File: src/design/ticket_number_queue_unit_macros.svh
// Assertion macros shared by the ticket number queue RTL.
`ifndef TICKET_NUMBER_QUEUE_UNIT_MACROS_SVH
`define TICKET_NUMBER_QUEUE_UNIT_MACROS_SVH

`ifndef NO_ASSERTIONS

// Same-cycle implication, checked at every rising edge outside reset.
`define TNQ_ASSERT_IMP(label, clk, rst, ante, cons, msg) \
  label: assert property (@(posedge clk) disable iff (rst) (ante) |-> (cons)) \
    else $error(msg);

// Next-cycle implication, checked at every rising edge outside reset.
`define TNQ_ASSERT_NEXT(label, clk, rst, ante, cons, msg) \
  label: assert property (@(posedge clk) disable iff (rst) (ante) |=> (cons)) \
    else $error(msg);

`else

`define TNQ_ASSERT_IMP(label, clk, rst, ante, cons, msg)
`define TNQ_ASSERT_NEXT(label, clk, rst, ante, cons, msg)

`endif

`endif

File: src/design/tnq_pkg.sv
// Types and constants shared by the ticket number queue modules.
`timescale 1ns / 1ps
`default_nettype none

package tnq_pkg;

  typedef enum logic [2:0] {
    OP_TAKE   = 3'd0,
    OP_CALL   = 3'd1,
    OP_SKIP   = 3'd2,
    OP_CANCEL = 3'd3,
    OP_STATUS = 3'd4
  } opcode_t;

  typedef enum logic [1:0] {
    ST_OK        = 2'd0,
    ST_EMPTY     = 2'd1,
    ST_NOT_FOUND = 2'd2,
    ST_FULL      = 2'd3
  } status_t;

  typedef enum logic [1:0] {
    RD_HEAD = 2'd0,
    RD_SCAN = 2'd1,
    RD_REAR = 2'd2
  } rd_sel_t;

  typedef enum logic [2:0] {
    S_IDLE,
    S_DISPATCH,
    S_POP,
    S_CANCEL,
    S_RD_FRONT,
    S_RD_REAR,
    S_MUL,
    S_OUTPUT
  } state_t;

  localparam logic [9:0] SERVICE_TIME_RESET = 10'd5;

  typedef struct packed {
    logic    load;
    logic    take;
    logic    full;
    logic    empty;
    logic    pop;
    logic    push_back;
    logic    scan_init;
    logic    scan;
    logic    scan_end;
    rd_sel_t rd_sel;
    logic    front_cap;
    logic    rear_cap;
    logic    mult;
    logic    out_load;
  } cmd_t;

  typedef struct packed {
    logic [2:0] op;
    logic       is_empty;
    logic       is_full;
    logic       scan_done;
    logic       out_busy;
  } sts_t;

endpackage

`default_nettype wire

File: src/design/tnq_if.sv
// Request and result channel interfaces of the ticket number queue.
`timescale 1ns / 1ps
`default_nettype none

interface tnq_req_if;
  logic        valid;
  logic        ready;
  logic [2:0]  opcode;
  logic [15:0] ticket_number;

  modport source(output valid, output opcode, output ticket_number, input ready);
  modport sink(input valid, input opcode, input ticket_number, output ready);
endinterface

interface tnq_res_if;
  logic        valid;
  logic        ready;
  logic [15:0] ticket;
  logic [1:0]  status;
  logic [6:0]  queue_count;
  logic [15:0] front_ticket;
  logic [15:0] rear_ticket;
  logic [14:0] wait_average;
  logic [15:0] finish_estimate;

  modport source(output valid, output ticket, output status, output queue_count,
                 output front_ticket, output rear_ticket, output wait_average,
                 output finish_estimate, input ready);
  modport sink(input valid, input ticket, input status, input queue_count,
               input front_ticket, input rear_ticket, input wait_average,
               input finish_estimate, output ready);
endinterface

`default_nettype wire

File: src/design/tnq_ram.sv
// Generic single-write, single-read RAM with registered read data.
`timescale 1ns / 1ps
`default_nettype none

module tnq_ram #(
  parameter int WIDTH = 16,
  parameter int DEPTH = 64,
  localparam int AW = (DEPTH > 1) ? $clog2(DEPTH) : 1
) (
  input  wire logic             clk,
  input  wire logic             we,
  input  wire logic [AW-1:0]    waddr,
  input  wire logic [WIDTH-1:0] wdata,
  input  wire logic [AW-1:0]    raddr,
  output logic      [WIDTH-1:0] rdata
);

  logic [WIDTH-1:0] mem [DEPTH];

  always_ff @(posedge clk) begin
    if (we) begin
      mem[waddr] <= wdata;
    end
    rdata <= mem[raddr];
  end

endmodule

`default_nettype wire

File: src/design/tnq_datapath.sv
// Datapath: ticket store, queue pointers, cancel compaction and result register.
`timescale 1ns / 1ps
`default_nettype none

module tnq_datapath #(
  parameter int DEPTH = 64,
  localparam int IW = $clog2(DEPTH),
  localparam int CW = $clog2(DEPTH + 1)
) (
  input  wire logic          clk,
  input  wire logic          rst,
  input  wire logic          cfg_write,
  input  wire logic [9:0]    cfg_data,
  input  wire logic [2:0]    in_opcode,
  input  wire logic [15:0]   in_number,
  input  wire tnq_pkg::cmd_t cmd,
  output tnq_pkg::sts_t      sts,
  tnq_res_if.source          res
);

  localparam int PW  = CW + 10;
  localparam int PXW = (PW > 16) ? PW : 16;

  logic [9:0]            service_time;
  logic [IW-1:0]         head;
  logic [CW-1:0]         count;
  logic [15:0]           counter;
  logic [2:0]            op;
  logic [15:0]           num;
  logic [CW-1:0]         scan_i;
  logic [CW-1:0]         kept;
  logic                  rd_pend;
  logic [15:0]           res_ticket;
  tnq_pkg::status_t      res_status;
  logic [15:0]           front;
  logic [15:0]           rear;
  logic [PXW-1:0]        prod;

  logic [IW-1:0]         tail_slot;
  logic [IW-1:0]         scan_slot;
  logic [IW-1:0]         keep_slot;
  logic [IW-1:0]         rear_slot;
  logic [IW-1:0]         head_next;
  logic                  scan_more;
  logic                  keep_hit;
  logic                  is_empty;
  logic                  ram_we;
  logic [IW-1:0]         ram_waddr;
  logic [15:0]           ram_wdata;
  logic [IW-1:0]         ram_raddr;
  logic [15:0]           ram_rdata;

  // Position of the entry at a given offset behind the head, circular.
  function automatic logic [IW-1:0] wrap_slot(input logic [IW-1:0] base,
                                              input logic [CW-1:0] off);
    logic [CW:0] sum;
    sum = (CW+1)'(base) + (CW+1)'(off);
    if (sum >= (CW+1)'(DEPTH)) begin
      sum = sum - (CW+1)'(DEPTH);
    end
    return sum[IW-1:0];
  endfunction

  assign tail_slot = wrap_slot(head, count);
  assign scan_slot = wrap_slot(head, scan_i);
  assign keep_slot = wrap_slot(head, kept);
  assign rear_slot = wrap_slot(head, count - CW'(1));
  assign head_next = wrap_slot(head, CW'(1));
  assign scan_more = (scan_i < count);
  assign keep_hit  = rd_pend && (ram_rdata != num);
  assign is_empty  = (count == '0);

  always_comb begin
    ram_we    = 1'b0;
    ram_waddr = tail_slot;
    ram_wdata = counter + 16'd1;
    if (cmd.take) begin
      ram_we = 1'b1;
    end else if (cmd.push_back) begin
      ram_we    = 1'b1;
      ram_wdata = ram_rdata;
    end else if (cmd.scan && keep_hit) begin
      ram_we    = 1'b1;
      ram_waddr = keep_slot;
      ram_wdata = ram_rdata;
    end
  end

  always_comb begin
    case (cmd.rd_sel)
      tnq_pkg::RD_SCAN: ram_raddr = scan_slot;
      tnq_pkg::RD_REAR: ram_raddr = rear_slot;
      default:          ram_raddr = head;
    endcase
  end

  tnq_ram #(
    .WIDTH(16),
    .DEPTH(DEPTH)
  ) u_store (
    .clk  (clk),
    .we   (ram_we),
    .waddr(ram_waddr),
    .wdata(ram_wdata),
    .raddr(ram_raddr),
    .rdata(ram_rdata)
  );

  // Queue pointers, configuration and result handshake.
  always_ff @(posedge clk) begin
    if (rst) begin
      service_time <= tnq_pkg::SERVICE_TIME_RESET;
      head         <= '0;
      count        <= '0;
      counter      <= '0;
      rd_pend      <= 1'b0;
      res.valid    <= 1'b0;
    end else begin
      if (cfg_write) begin
        service_time <= cfg_data;
      end
      if (cmd.take) begin
        counter <= counter + 16'd1;
        count   <= count + CW'(1);
      end
      if (cmd.pop) begin
        head <= head_next;
        if (!cmd.push_back) begin
          count <= count - CW'(1);
        end
      end
      if (cmd.scan_init) begin
        rd_pend <= 1'b0;
      end else if (cmd.scan) begin
        rd_pend <= scan_more;
      end
      if (cmd.scan_end) begin
        count <= kept;
      end
      if (cmd.out_load) begin
        res.valid <= 1'b1;
      end else if (res.ready) begin
        res.valid <= 1'b0;
      end
    end
  end

  // Working values and result payload.
  always_ff @(posedge clk) begin
    if (cmd.load) begin
      op         <= in_opcode;
      num        <= in_number;
      res_ticket <= '0;
      res_status <= tnq_pkg::ST_OK;
    end
    if (cmd.take) begin
      res_ticket <= counter + 16'd1;
    end
    if (cmd.full) begin
      res_status <= tnq_pkg::ST_FULL;
    end
    if (cmd.empty) begin
      res_status <= tnq_pkg::ST_EMPTY;
    end
    if (cmd.pop) begin
      res_ticket <= ram_rdata;
    end
    if (cmd.scan_init) begin
      scan_i <= '0;
      kept   <= '0;
    end else if (cmd.scan) begin
      if (scan_more) begin
        scan_i <= scan_i + CW'(1);
      end
      if (keep_hit) begin
        kept <= kept + CW'(1);
      end
    end
    if (cmd.scan_end && (kept == count)) begin
      res_status <= tnq_pkg::ST_NOT_FOUND;
    end
    if (cmd.front_cap) begin
      front <= ram_rdata;
    end
    if (cmd.rear_cap) begin
      rear <= ram_rdata;
    end
    if (cmd.mult) begin
      prod <= PXW'(count) * PXW'(service_time);
    end
    if (cmd.out_load) begin
      res.ticket          <= res_ticket;
      res.status          <= res_status;
      res.queue_count     <= 7'(count);
      res.front_ticket    <= is_empty ? 16'd0 : front;
      res.rear_ticket     <= is_empty ? 16'd0 : rear;
      res.wait_average    <= is_empty ? 15'd0 : 15'((prod - PXW'(service_time)) >> 1);
      res.finish_estimate <= 16'(prod);
    end
  end

  assign sts.op        = op;
  assign sts.is_empty  = is_empty;
  assign sts.is_full   = (count == CW'(DEPTH));
  assign sts.scan_done = !scan_more && !rd_pend;
  assign sts.out_busy  = res.valid && !res.ready;

endmodule

`default_nettype wire

File: src/design/tnq_ctrl.sv
// Controller: sequences each request through the datapath.
`timescale 1ns / 1ps
`default_nettype none

module tnq_ctrl (
  input  wire logic          clk,
  input  wire logic          rst,
  input  wire logic          in_valid,
  output logic               in_ready,
  input  wire tnq_pkg::sts_t sts,
  output tnq_pkg::cmd_t      cmd
);

  tnq_pkg::state_t state;
  tnq_pkg::state_t state_next;

  always_ff @(posedge clk) begin
    if (rst) begin
      state <= tnq_pkg::S_IDLE;
    end else begin
      state <= state_next;
    end
  end

  always_comb begin
    state_next = state;
    in_ready   = 1'b0;
    cmd        = '0;
    cmd.rd_sel = tnq_pkg::RD_HEAD;
    case (state)
      tnq_pkg::S_IDLE: begin
        in_ready = 1'b1;
        if (in_valid) begin
          cmd.load   = 1'b1;
          state_next = tnq_pkg::S_DISPATCH;
        end
      end
      tnq_pkg::S_DISPATCH: begin
        state_next = tnq_pkg::S_RD_FRONT;
        case (sts.op)
          tnq_pkg::OP_TAKE: begin
            if (sts.is_full) begin
              cmd.full = 1'b1;
            end else begin
              cmd.take = 1'b1;
            end
          end
          tnq_pkg::OP_CALL, tnq_pkg::OP_SKIP: begin
            if (sts.is_empty) begin
              cmd.empty = 1'b1;
            end else begin
              // Head entry is read here and consumed in the pop state.
              state_next = tnq_pkg::S_POP;
            end
          end
          tnq_pkg::OP_CANCEL: begin
            if (sts.is_empty) begin
              cmd.empty = 1'b1;
            end else begin
              cmd.scan_init = 1'b1;
              state_next    = tnq_pkg::S_CANCEL;
            end
          end
          default: begin
          end
        endcase
      end
      tnq_pkg::S_POP: begin
        cmd.pop       = 1'b1;
        cmd.push_back = (sts.op == tnq_pkg::OP_SKIP);
        state_next    = tnq_pkg::S_RD_FRONT;
      end
      tnq_pkg::S_CANCEL: begin
        if (sts.scan_done) begin
          cmd.scan_end = 1'b1;
          state_next   = tnq_pkg::S_RD_FRONT;
        end else begin
          cmd.scan   = 1'b1;
          cmd.rd_sel = tnq_pkg::RD_SCAN;
        end
      end
      tnq_pkg::S_RD_FRONT: begin
        state_next = tnq_pkg::S_RD_REAR;
      end
      tnq_pkg::S_RD_REAR: begin
        cmd.rd_sel    = tnq_pkg::RD_REAR;
        cmd.front_cap = 1'b1;
        state_next    = tnq_pkg::S_MUL;
      end
      tnq_pkg::S_MUL: begin
        cmd.rear_cap = 1'b1;
        cmd.mult     = 1'b1;
        state_next   = tnq_pkg::S_OUTPUT;
      end
      tnq_pkg::S_OUTPUT: begin
        if (!sts.out_busy) begin
          cmd.out_load = 1'b1;
          state_next   = tnq_pkg::S_IDLE;
        end
      end
      default: begin
        state_next = tnq_pkg::S_IDLE;
      end
    endcase
  end

endmodule

`default_nettype wire

File: src/design/ticket_number_queue_unit.sv
// Top level of the take-a-number ticket queue.
// The unit keeps a circular queue of up to DEPTH 16-bit ticket numbers in one
// RAM and serves one request at a time. A take request issues the next number
// of a wrapping 16-bit counter and appends it; call removes the front entry;
// skip moves the front entry to the back; cancel removes every entry equal to
// the given number while keeping the order of the others; status changes
// nothing, and the unused opcodes behave as status. Each request yields one
// result carrying the ticket concerned, a status code, the count left, the
// front and rear numbers and two estimates built from the service time
// register. Take and status requests go from dispatch straight to the front
// and rear readback; call and skip first pass through a pop state that
// consumes the front entry. Cancel first compacts the queue: it walks the
// queue one entry per cycle through the single read port of the store, then
// drains the last read and closes the walk. Every request ends with front
// and rear readback, one multiply and the output load. The finished result
// sits in an output register and the unit is idle again in the cycle after
// loading it, so the next request is accepted while an earlier result still
// waits to be taken; a request that finishes while the previous result is
// still waiting holds in its output state until that result is taken. The
// store needs no clearing after reset, as only written entries are ever
// read. The service time register may be rewritten only while the unit is
// idle.
`timescale 1ns / 1ps
`default_nettype none
`include "ticket_number_queue_unit_macros.svh"

module ticket_number_queue_unit #(
  parameter int DEPTH = 64
) (
  input  wire logic       clk,
  input  wire logic       rst,
  input  wire logic       cfg_write,
  input  wire logic [9:0] cfg_data,
  tnq_req_if.sink         req,
  tnq_res_if.source       res
);

  // Command and status buses between the controller and the datapath.
  tnq_pkg::cmd_t cmd;
  tnq_pkg::sts_t sts;
  logic          in_ready;

  // A request is accepted only in the idle state of the controller; the
  // payload is captured by the datapath on that same edge.
  assign req.ready = in_ready;

  tnq_ctrl u_ctrl (
    .clk     (clk),
    .rst     (rst),
    .in_valid(req.valid),
    .in_ready(in_ready),
    .sts     (sts),
    .cmd     (cmd)
  );

  // The datapath owns the ticket store, the head and count registers, the
  // ticket counter, the service time register and the result register.
  tnq_datapath #(
    .DEPTH(DEPTH)
  ) u_datapath (
    .clk      (clk),
    .rst      (rst),
    .cfg_write(cfg_write),
    .cfg_data (cfg_data),
    .in_opcode(req.opcode),
    .in_number(req.ticket_number),
    .cmd      (cmd),
    .sts      (sts),
    .res      (res)
  );

  // A request is never accepted in the cycle right after another.
  `TNQ_ASSERT_NEXT(a_busy_after_accept, clk, rst, req.valid && req.ready, !req.ready,
                   "request accepted on consecutive cycles")

  // A refused request never reports a ticket number.
  `TNQ_ASSERT_IMP(a_refused_no_ticket, clk, rst,
                  res.valid && (res.status != tnq_pkg::ST_OK), res.ticket == 16'd0,
                  "refused request carries a ticket number")

  // The controller never appends to a full queue.
  `TNQ_ASSERT_IMP(a_no_take_when_full, clk, rst, cmd.take, !sts.is_full,
                  "take issued on a full queue")

endmodule

`default_nettype wire

File: src/flat_wrapper.sv
// flat-port wrapper written by rule: the top's interface ports become plain ports
module ticket_number_queue_unit_flat 
#(
  parameter int DEPTH = 64
)
  (clk, rst, cfg_write, cfg_data, req_valid, req_opcode, req_ticket_number, req_ready, res_valid, res_ticket, res_status, res_queue_count, res_front_ticket, res_rear_ticket, res_wait_average, res_finish_estimate, res_ready);
  tnq_req_if req_i ();
  tnq_res_if res_i ();
  input  wire logic clk;
  input  wire logic rst;
  input  wire logic cfg_write;
  input  wire logic [9:0] cfg_data;
  input wire logic [$bits(req_i.valid)-1:0] req_valid;
  input wire logic [$bits(req_i.opcode)-1:0] req_opcode;
  input wire logic [$bits(req_i.ticket_number)-1:0] req_ticket_number;
  output wire logic [$bits(req_i.ready)-1:0] req_ready;
  output wire logic [$bits(res_i.valid)-1:0] res_valid;
  output wire logic [$bits(res_i.ticket)-1:0] res_ticket;
  output wire logic [$bits(res_i.status)-1:0] res_status;
  output wire logic [$bits(res_i.queue_count)-1:0] res_queue_count;
  output wire logic [$bits(res_i.front_ticket)-1:0] res_front_ticket;
  output wire logic [$bits(res_i.rear_ticket)-1:0] res_rear_ticket;
  output wire logic [$bits(res_i.wait_average)-1:0] res_wait_average;
  output wire logic [$bits(res_i.finish_estimate)-1:0] res_finish_estimate;
  input wire logic [$bits(res_i.ready)-1:0] res_ready;
  assign req_i.valid = req_valid;
  assign req_i.opcode = req_opcode;
  assign req_i.ticket_number = req_ticket_number;
  assign req_ready = req_i.ready;
  assign res_valid = res_i.valid;
  assign res_ticket = res_i.ticket;
  assign res_status = res_i.status;
  assign res_queue_count = res_i.queue_count;
  assign res_front_ticket = res_i.front_ticket;
  assign res_rear_ticket = res_i.rear_ticket;
  assign res_wait_average = res_i.wait_average;
  assign res_finish_estimate = res_i.finish_estimate;
  assign res_i.ready = res_ready;
  ticket_number_queue_unit #(.DEPTH(DEPTH)) u_core (.clk(clk), .rst(rst), .cfg_write(cfg_write), .cfg_data(cfg_data), .req(req_i), .res(res_i));
endmodule
File: config.mk
export PLATFORM = sky130hd
export DESIGN_NAME = ticket_number_queue_unit_flat
export DESIGN_NICKNAME = d
export VERILOG_FILES = /design/src/design/tnq_pkg.sv /design/src/design/tnq_if.sv /design/src/design/tnq_ram.sv /design/src/design/tnq_datapath.sv /design/src/design/tnq_ctrl.sv /design/src/design/ticket_number_queue_unit.sv /design/src/flat_wrapper.sv
export VERILOG_INCLUDE_DIRS = /design/src /design/src/design
export SDC_FILE = /design/constraint.sdc
export NUM_CORES = 1
export LEC_CHECK = 0
export BUFFER_PORTS_ARGS = -buffer_cell sky130_fd_sc_hd__buf_2
export CAP_MARGIN = 20
export CELL_PAD_IN_SITES_DETAIL_PLACEMENT = 1
export CELL_PAD_IN_SITES_GLOBAL_PLACEMENT = 1
export CORE_ASPECT_RATIO = 1.5
export CORE_MARGIN = 5
export CORE_UTILIZATION = 55
export CTS_CLUSTER_SIZE = 14
export DETAILED_ROUTE_END_ITERATION = 8
export PLACE_DENSITY_LB_ADDON = 0.1
export SYNTH_ARGS = -nofsm -noshare
export SYNTH_HDL_FRONTEND = slang
export SYNTH_HIERARCHICAL = 1
export SYNTH_SLANG_ARGS = --single-unit
File: constraint.sdc
create_clock -name clk -period 15.5 [get_ports clk]
set_input_delay 0.775 -clock clk [delete_from_list [all_inputs] [get_ports clk]]
set_output_delay 0.775 -clock clk [all_outputs]
set_load 0.02 [all_outputs]
# --- Word level (Yosys, flattened, before mapping) ---
# Memory sizes are Yosys's and may differ from the RTL's. A register that Yosys moved wholly into a read port is not among the register bits.
# Index checks and enable logic that the tools add are counted.
totals:
  register_bits: 231
  ram_bits: 1024
  output_inout_bits: 90
  word_cells: 143
  n_memories: 1
classes:
  n_addsub: 16
  multipliers: 1
  magnitude_cmp: 6
  eq_ne: 18
  muxes: 58
  n_reduce_logical: 20
memory_table:
  columns: ["memory", "depth", "width", "rd", "rd_clocked_by_memory_dff", "wr", "line_no", "source"]
  rows:
  - ["u_core.u_datapath.u_store.mem", 64, 16, 1, 1, 1, "tnq_ram.sv:18", "logic [WIDTH-1:0] mem [DEPTH];"]
ops:
  columns: ["op", "n"]
  rows:
  - ["$mux 16", 6]
  - ["$mux 6", 8]
  - ["$add 6x7->8", 4]
  - ["$ge 8x7->1 const B", 4]
  - ["$sub 6x1->6 const B", 5]
  - ["$mux 7", 4]
  - ["$pmux 3 s8", 1]
  - ["$mux 1", 23]
  - ["$add 7x1->7 const B", 3]
  - ["$mux 3", 6]
  - ["$add 16x1->16 const B", 1]
  - ["$mul 7x10->16", 1]
  - ["$ne 16x16->1", 1]
  - ["$sub 16x10->16", 1]
  - ["$mux 2", 7]
  - ["$eq 3x2->1 const B", 4]
  - ["$eq 3x3->1 const B", 4]
  - ["$pmux 6 s2", 1]
  - ["$add 6x1->7 const B", 1]
  - ["$eq 7x7->1", 1]
  - ["$eq 7x7->1 const B", 1]
  - ["$ge 7x7->1 const B", 1]
  - ["$logic_not 7->1", 1]
  - ["$lt 7x7->1", 1]
  - ["other kinds (17)", 29]

# --- Logic depth before layout (Yosys ltp) ---
# Gate-level depths: netlist of the first run.
depth:
  word_depth: 11
  ltp_mapped: 28

# --- Cells and area by module ---
# Netlist of the first run, hierarchy kept.
by_module_without_submodules:
  columns: ["module", "instances", "cells_per_inst", "area_per_inst_um2", "seq_area_each_um2"]
  rows:
  - ["tnq_ram", 1, 1829, 40042.2, 31069.8]
  - ["tnq_datapath", 1, 1078, 12349.3, 6276.0]
  - ["tnq_ctrl", 1, 50, 354.1, 60.1]

# --- Worst setup path before layout of the first run ---
# OpenSTA, ideal clock, no wires.
synth_path:
  kind: "input -> register"
  startpoint: "input res_ready"
  endpoint: "register u_core.u_datapath.res.finish_estimate[0], enable pin"
  setup_ps: 645
  arrival_ps: 6908
  required_time_ps: 14855
  setup_slack_ps: 7947
  path_stages: 2
  path_buffers: 0
  cell_sequence: "nor2b_1 > nor3_1"
synth_lines:
  columns: ["element", "line_no", "source"]
  rows:
  - ["from (decl)", "flat_wrapper.sv:25", "input wire logic [$bits(res_i.ready)-1:0] res_ready;"]
  - ["to (signal assigned)", "tnq_datapath.sv:198", "res.finish_estimate <= 16'(prod);"]
  - ["to (decl)", "tnq_if.sv:28", "output finish_estimate, input ready);"]

==> results_dict.tcl, run 1 <==
set metrics [dict create \
    status "complete, no violations" \
    avgSynthCellArea_um2 17.8 \
    rows 139 \
    slew_viol_final 0 \
    cts_resized 0 \
    yosysWarnings 6 \
    vias 28093 \
    initial_core_util 0.552 \
    ys_seq_area_frac 0.709 \
    synth_seq_cells 1271 \
    antenna_cells 0 \
    path_max_fanout 52 \
    critPathRequiredTime_ps 16070 \
    fillers 8277 \
    arrival_ps 8320 \
    vias_per_cell 6.24 \
    cts_tree "built" \
    netlist_instances 2957 \
    max_cap_violations 0 \
    clock_latency_ps 740 \
    relSlewSlack 0.222 \
    antenna_found_initial 2 \
    synth_top_area_cell "edfxtp_1" \
    postRouteAntennaNets 0 \
    synth_common_cells "1195 x edfxtp_1, 220 x mux4_2, 208 x nor2_1" \
    rsz0062_at_grt "false" \
    drtPass1Iterations 5 \
    dp.cells 4282 \
    dp.final_hpwl_mm 93.2 \
    fmax_mhz 129 \
    p_leak_nw 19.6 \
    final-seq-area_um2 37400 \
    wl_per_cell_um 31.6 \
    syn_to_final_growth_pct 11.6 \
    cts_root_buffer "clkbuf_16" \
    grt_pass1_vias 30234 \
    placed_area_um2 54900 \
    clockBufferDepth 3 \
    hold_viol_final 0 \
    htree_levels 3 \
    yosysMostFrequentCell "edfxtp_1" \
    async_reset_ff_frac 0 \
    final_cells 4504 \
    ff2ff_setup_slack_ps 7760 \
    p_per_area_nw_per_um2 120 \
    grt.total_usage 0.278 \
    grt_max_degree 107 \
    critPathKind "reg -> reg" \
    chipHeight_um 389 \
    peakVddDrop_mv 0.112 \
    fin_skew_ps 49.4 \
    place.gp.congestion 0.893 \
    worstMarginPinSlew_ps 1170 \
    syn_area_um2 52700 \
    timing.final.crit_share 0.500 \
    min_period_ps 7740 \
    synth_edf_count 1195 \
    cts.sinks 1271 \
    dieArea_um2 102000 \
    die_w_um 263 \
    finalSetupTns_ps 0 \
    drive_gt1_frac 0.223 \
    clk_pin_slew_ps 70 \
    setup_viol 0 \
    synth_ff_type "edfxtp_1" \
    critPathCaptureType "register" \
    core_area_um2 95500 \
    synth_top_area_frac 0.680 \
    synth_cell_types 80 \
    grt_first_pass_wirelength_mm 209 \
    drc_errors 0 \
    routed_wl_mm 142 \
    ys_top_cells_by_area "edfxtp_1 68%, mux4_2 9.4%, dfxtp_1 2.9%" \
    cts_buffers 115 \
    critPathLaunchType "register" \
    io_pins 124 \
    overflow 0 \
    drtIter0Drc 2693 \
    multi_input_area_um2 14300 \
    post_cts_buffers 0 \
    final_cell_area_um2 58900 \
    holdBufCountCts 0 \
    syn_nets 3104 \
    numPortBuffers 123 \
    hold_class "in -> reg" \
    finish.net_count 3286 \
]
[kinds of logic (layout without fill, tap and decap cells)]
family,count (synthesis),after routing,share of synthesized area
buf+inv,225,503,0.0233
simple gates,587,587,0.0544
mux,378,378,0.126
fa+ha+maj,113,113,0.0328
xor+xnor,102,102,0.0169
compound gates,281,281,0.0371
flops,1271,1271,0.709
[sequential cells by signal, summed over array words and instances, names as in the netlist, 10 cells and up]
signal	cells
u_core/u_datapath/res.wait_average	15
u_core/u_datapath/u_store/rdata	16
u_core/u_datapath/rear	16
u_core/u_datapath/res.front_ticket	16
u_core/u_datapath/service_time	10
u_core/u_datapath/res.rear_ticket	16
u_core/u_datapath/counter	16
u_core/u_datapath/u_store/mem	1024
u_core/u_datapath/res_ticket	16
u_core/u_datapath/prod	16
u_core/u_datapath/res.ticket	16
u_core/u_datapath/front	16
u_core/u_datapath/res.finish_estimate	16
u_core/u_datapath/num	16
[path summary, 6_finish.rpt]
path / from / end / cells past startpoint
worst min register to register: u_core/u_datapath/res_ticket[14] / u_core/u_datapath/res.ticket[14] / 0
worst max-delay path: u_core/u_datapath/count[5] / u_core/u_datapath/u_store/rdata[13] / 19
worst min-delay path: req_ticket_number[8] / u_core/u_datapath/num[8] / 1
worst max register to register: u_core/u_datapath/count[5] / u_core/u_datapath/u_store/rdata[13] / 19
[metal layers]
| metal | vias up | global-route usage | share of wire |
|---|---|---|---|
| met2 | 1068 | 0.508 | 0.54 |
| met5 | - | 0 | 0 |
| met1 | 14790 | 0.321 | 0.35 |
| li1 | 11947 | - | - |
| met3 | 288 | 0.0404 | 0.057 |
| met4 | 0 | 0.136 | 0.057 |
[report_power, final]
part / internal (W) / leakage [nW] / switching [W]
Sequential: 0.00376 / 11.7 / 0.0000488
Clock: 0.00160 / 1.84 / 0.00126
Combinational: 0.000153 / 6.06 / 0.000240
Total: 0.00551 / 19.6 / 0.00154
[cell usage in the layout, fill, tap and decap left out, types with 45 or more instances in the layout]
master / n
dfxtp_1: 76
buf_2: 123
nor2_2: 45
ha_1: 71
nand2_1: 121
buf_4: 73
xor2_1: 53
mux4_2: 220
clkbuf_16: 117
xnor2_1: 49
a21oi_1: 66
edfxtp_1: 1195
and2_1: 45
mux2_2: 46
inv_1: 72
nor2_1: 165
mux2i_1: 105
[final cells by class]
cell class | count | share of cell area
Tap cell | 1269 | 0.0270
Multi-Input combinational cell | 1461 | 0.244
Sequential cell | 1271 | 0.635
Clock buffer | 152 | 0.0528
Clock inverter | 61 | 0.0111
Inverter | 77 | 0.00491
Timing Repair Buffer | 213 | 0.0252
[critical path: stages, from the launching register on]
cell,delay (ps)
dfxtp_1,610
clkinv_1,390
ha_1,420
a21o_1,190
a211o_1,320
a21oi_2,300
nor2_1,150
nor3_1,220
inv_1,80
ha_1,330
nor2_1,150
a21oi_1,70
ha_1,330
mux2_8,560
buf_4,880
buf_4,850
mux4_2,610
mux2_2,320
a221oi_1,600
a311oi_1,80
[metrics by stage]
step / hold WS (ps) / total power (W) / utilization / setup WS [ps]
2_1_floorplan: 400 / 0.00414 / - / 7950
3_3_place_gp: 411 / 0.00426 / 0.574 / 7920
3_5_place_dp: 410 / 0.00428 / 0.575 / 7660
4_1_cts: 162 / 0.00712 / 0.615 / 7700
5_1_grt: 186 / 0.00731 / 0.617 / 7270
6_report: 214 / 0.00706 / 0.617 / 7760
(Power assumes the default switching activity.)
==> run 2: changes to the inputs <==
- ABC_AREA: not set -> 1
- CORE_UTILIZATION: 55 -> 51
- clock period: 15.5 -> 7.8 ns (I/O delays scaled with it)
==> run 2 against run 1 <==
- combinational power rose to 5.2 times the previous value
- flip-flop and latch count did not move
- setup slack worse by 6300 ps
- maximum frequency rose by 22%
- die area is 13% higher
- critical path depth is 8 higher
- global-route usage up 0.81 points
- synthesized cell count rose by 71%
- core utilization shrank 4.6 points
- non-clock buffer count up 68
- first-iteration DRC count is 16% higher
- critical path type unchanged
- critical endpoint is now u_core/u_datapath/u_store/rdata[6]
==> results_dict.tcl, run 2 <==
set metrics [dict create \
    syn_to_final_growth_pct 11.4 \
    drive_gt1_frac 0.0932 \
    grt_pass1_vias 40703 \
    final_common_cell "nand2_1" \
    clk_pin_slew_ps 60 \
    synth_top_area_frac 0.647 \
    finish.net_count 5314 \
    final_cells 6693 \
    drtIter0Drc 3121 \
    io_pins 124 \
    grt_max_degree 181 \
    syn_nets 5192 \
    postRouteAntennaNets 0 \
    yosysMostFrequentCell "nand2_1" \
    rsz0062_at_grt "false" \
    drtPass1Iterations 5 \
    slew_viol_final 0 \
    routed_wl_mm 168 \
    numPortBuffers 123 \
    cts_tree "built" \
    cts_root_buffer "clkbuf_16" \
    antenna_found_initial 3 \
    max_cap_violations 0 \
    setup_viol 0 \
    fmax_mhz 157 \
    cts_buffers 117 \
    drc_errors 0 \
    worstMarginPinSlew_ps 1190 \
    cts_resized 0 \
    p_per_area_nw_per_um2 255 \
    finalSetupTns_ps 0 \
    worstSetupStartpoint "u_core/u_datapath/count[1]" \
    vias 38803 \
    placed_area_um2 57500 \
    synth_cell_types 44 \
    critPathLaunchType "register" \
    synth_seq_cells 1271 \
    status "complete, no violations" \
    path_max_fanout 50 \
    htree_levels 3 \
    critPathCaptureType "register" \
    overflow 0 \
    clockBufferDepth 3 \
    dieArea_um2 116000 \
    top_register "u_core/u_datapath/u_store/mem" \
    p_total_w 0.0157 \
    p_leak_nw 23.9 \
    critPathRequiredTime_ps 8420 \
    hp-start "res_ready" \
    relSlewSlack 0.198 \
    avgSynthCellArea_um2 11.0 \
    r2r_start "u_core/u_datapath/count[1]" \
    hold_viol_final 0 \
    rows 148 \
    netlist_instances 5045 \
    largest_register_ffs 1024 \
    dp.cells 6440 \
    synth_top_area_cell "edfxtp_1" \
    synth_common_cells "1649 x nand2_1, 1195 x edfxtp_1, 944 x nand3_1" \
    place.gp.congestion 0.850 \
    min_period_ps 6360 \
    synth_edf_count 1195 \
    ys_top_cells_by_area "edfxtp_1 65%, nand2_1 11%, nand3_1 8.5%" \
    hold_class "in -> reg" \
    timing.final.crit_share 0.816 \
    peakVddDrop_mv 0.207 \
    initial_core_util 0.512 \
    syn_area_um2 55500 \
    die_w_um 279 \
    async_reset_ff_frac 0 \
    core_area_um2 108000 \
    cts.sinks 1271 \
    final_cell_area_um2 61800 \
    dp.final_hpwl_mm 102 \
    grt.total_usage 0.286 \
    critPathKind "reg -> reg" \
    final_core_util 0.571 \
    grt_first_pass_wirelength_mm 250 \
    ys_seq_area_frac 0.674 \
    vias_per_cell 5.80 \
    arrival_ps 6980 \
    wl_per_cell_um 25.2 \
    clock_latency_ps 750 \
    fin_skew_ps 48.0 \
    chipHeight_um 414 \
    synth_ff_type "edfxtp_1" \
    final_cell_mix "1632 x nand2_1, 1195 x edfxtp_1, 944 x nand3_1" \
    yosysWarnings 6 \
]
## run 2: cell count changes after synthesis, moves of 28 or more
cell     change
a21oi_1     +28
a22oi_1     -39
and2_1      -44
buf_2       +79
buf_6       +32
inv_1      +193
mux2_2      -48
mux2i_1    -106
mux4_2     -220
nand2_1   +1528
nand3_1    +900
nor2b_1     -44
xnor2_1     -31
## run 2: routing by layer
layer | track usage | routed length (µm) | up-vias | part of all wire
met5 | 0 | 16 | - | 0.000095
met3 | 0.0357 | 9140 | 334 | 0.054
met4 | 0.144 | 9350 | 2 | 0.056
li1 | - | - | 17510 | -
met2 | 0.522 | 88100 | 1243 | 0.52
met1 | 0.331 | 61800 | 19714 | 0.37
## run 2: metrics by stage
| stage | setup slack, ps | hold slack (ps) |
|---|---|---|
| 5_1_grt | 1120 | 72.1 |
| 6_report | 1440 | 65.4 |
| 3_3_place_gp | 1680 | 404 |
| 3_5_place_dp | 1600 | 409 |
| 4_1_cts | 1570 | 17.3 |
| 2_1_floorplan | 2420 | 400 |
## run 2: final timing paths
check | endpoint | cells past startpoint | slack [ps]
setup / recovery | u_core/u_datapath/u_store/rdata[6] | 27 | 1440
hold / removal | u_core/u_datapath/res.valid | 4 | 70
setup reg to reg | u_core/u_datapath/u_store/rdata[6] | 27 | 1440
hold reg to reg | u_core/u_datapath/res.ticket[15] | 0 | 420
## run 2: logic make-up after synthesis
| logic type | count (synthesis) | share of synthesized area |
|---|---|---|
| buffers and inverters | 554 | 0.0490 |
| XOR/XNOR | 57 | 0.00900 |
| adder cells (fa/ha/maj) | 113 | 0.0312 |
| AND/OR/NAND/NOR | 2864 | 0.219 |
| AO/OA/AOI/OAI | 186 | 0.0177 |
| flip-flops | 1271 | 0.674 |
## run 2: layout make-up
cell class                      count  area (µm²)
Antenna cell                        1        2.50
Tap cell                         1425        1780
Clock buffer                      157        3250
Multi-Input combinational cell   3220       15500
Inverter                          276        1060
Sequential cell                  1271       37400
Fill cell                       11441       46500
Timing Repair Buffer              281        2030
Clock inverter                     62         746
## run 2: repair_timing
item | 4_1_cts | 5_1_grt
endpoints found under the hold margin | 29 | 0
hold buffers | 32 | 0
setup buffers | 0 | 0
## run 2: critical path: stages (launching register included)
cell     delay, ps
dfxtp_1        750
inv_1          290
ha_1           360
nand3_1         70
nand2_1         60
nand4_1        270
a21oi_1        230
inv_1           70
nand2_2         90
inv_1           60
inv_1           60
ha_1           190
inv_1          130
nand2_1         80
o21ai_0        110
ha_1           230
fa_1           500
nand2_1         90
o21ai_4        150
buf_4          500
buf_4          640
nand3_1        160
nand3_1        140
nand2_1        110
nand2_1         70
nand3_1        280
nand3_1        360
nand2_1         90
## run 2: power breakdown
group	internal, W	switching [W]	leakage, nW
clock network	0.00337	0.00259	1.96
logic	0.000553	0.00149	10.4
registers	0.00754	0.000202	11.6
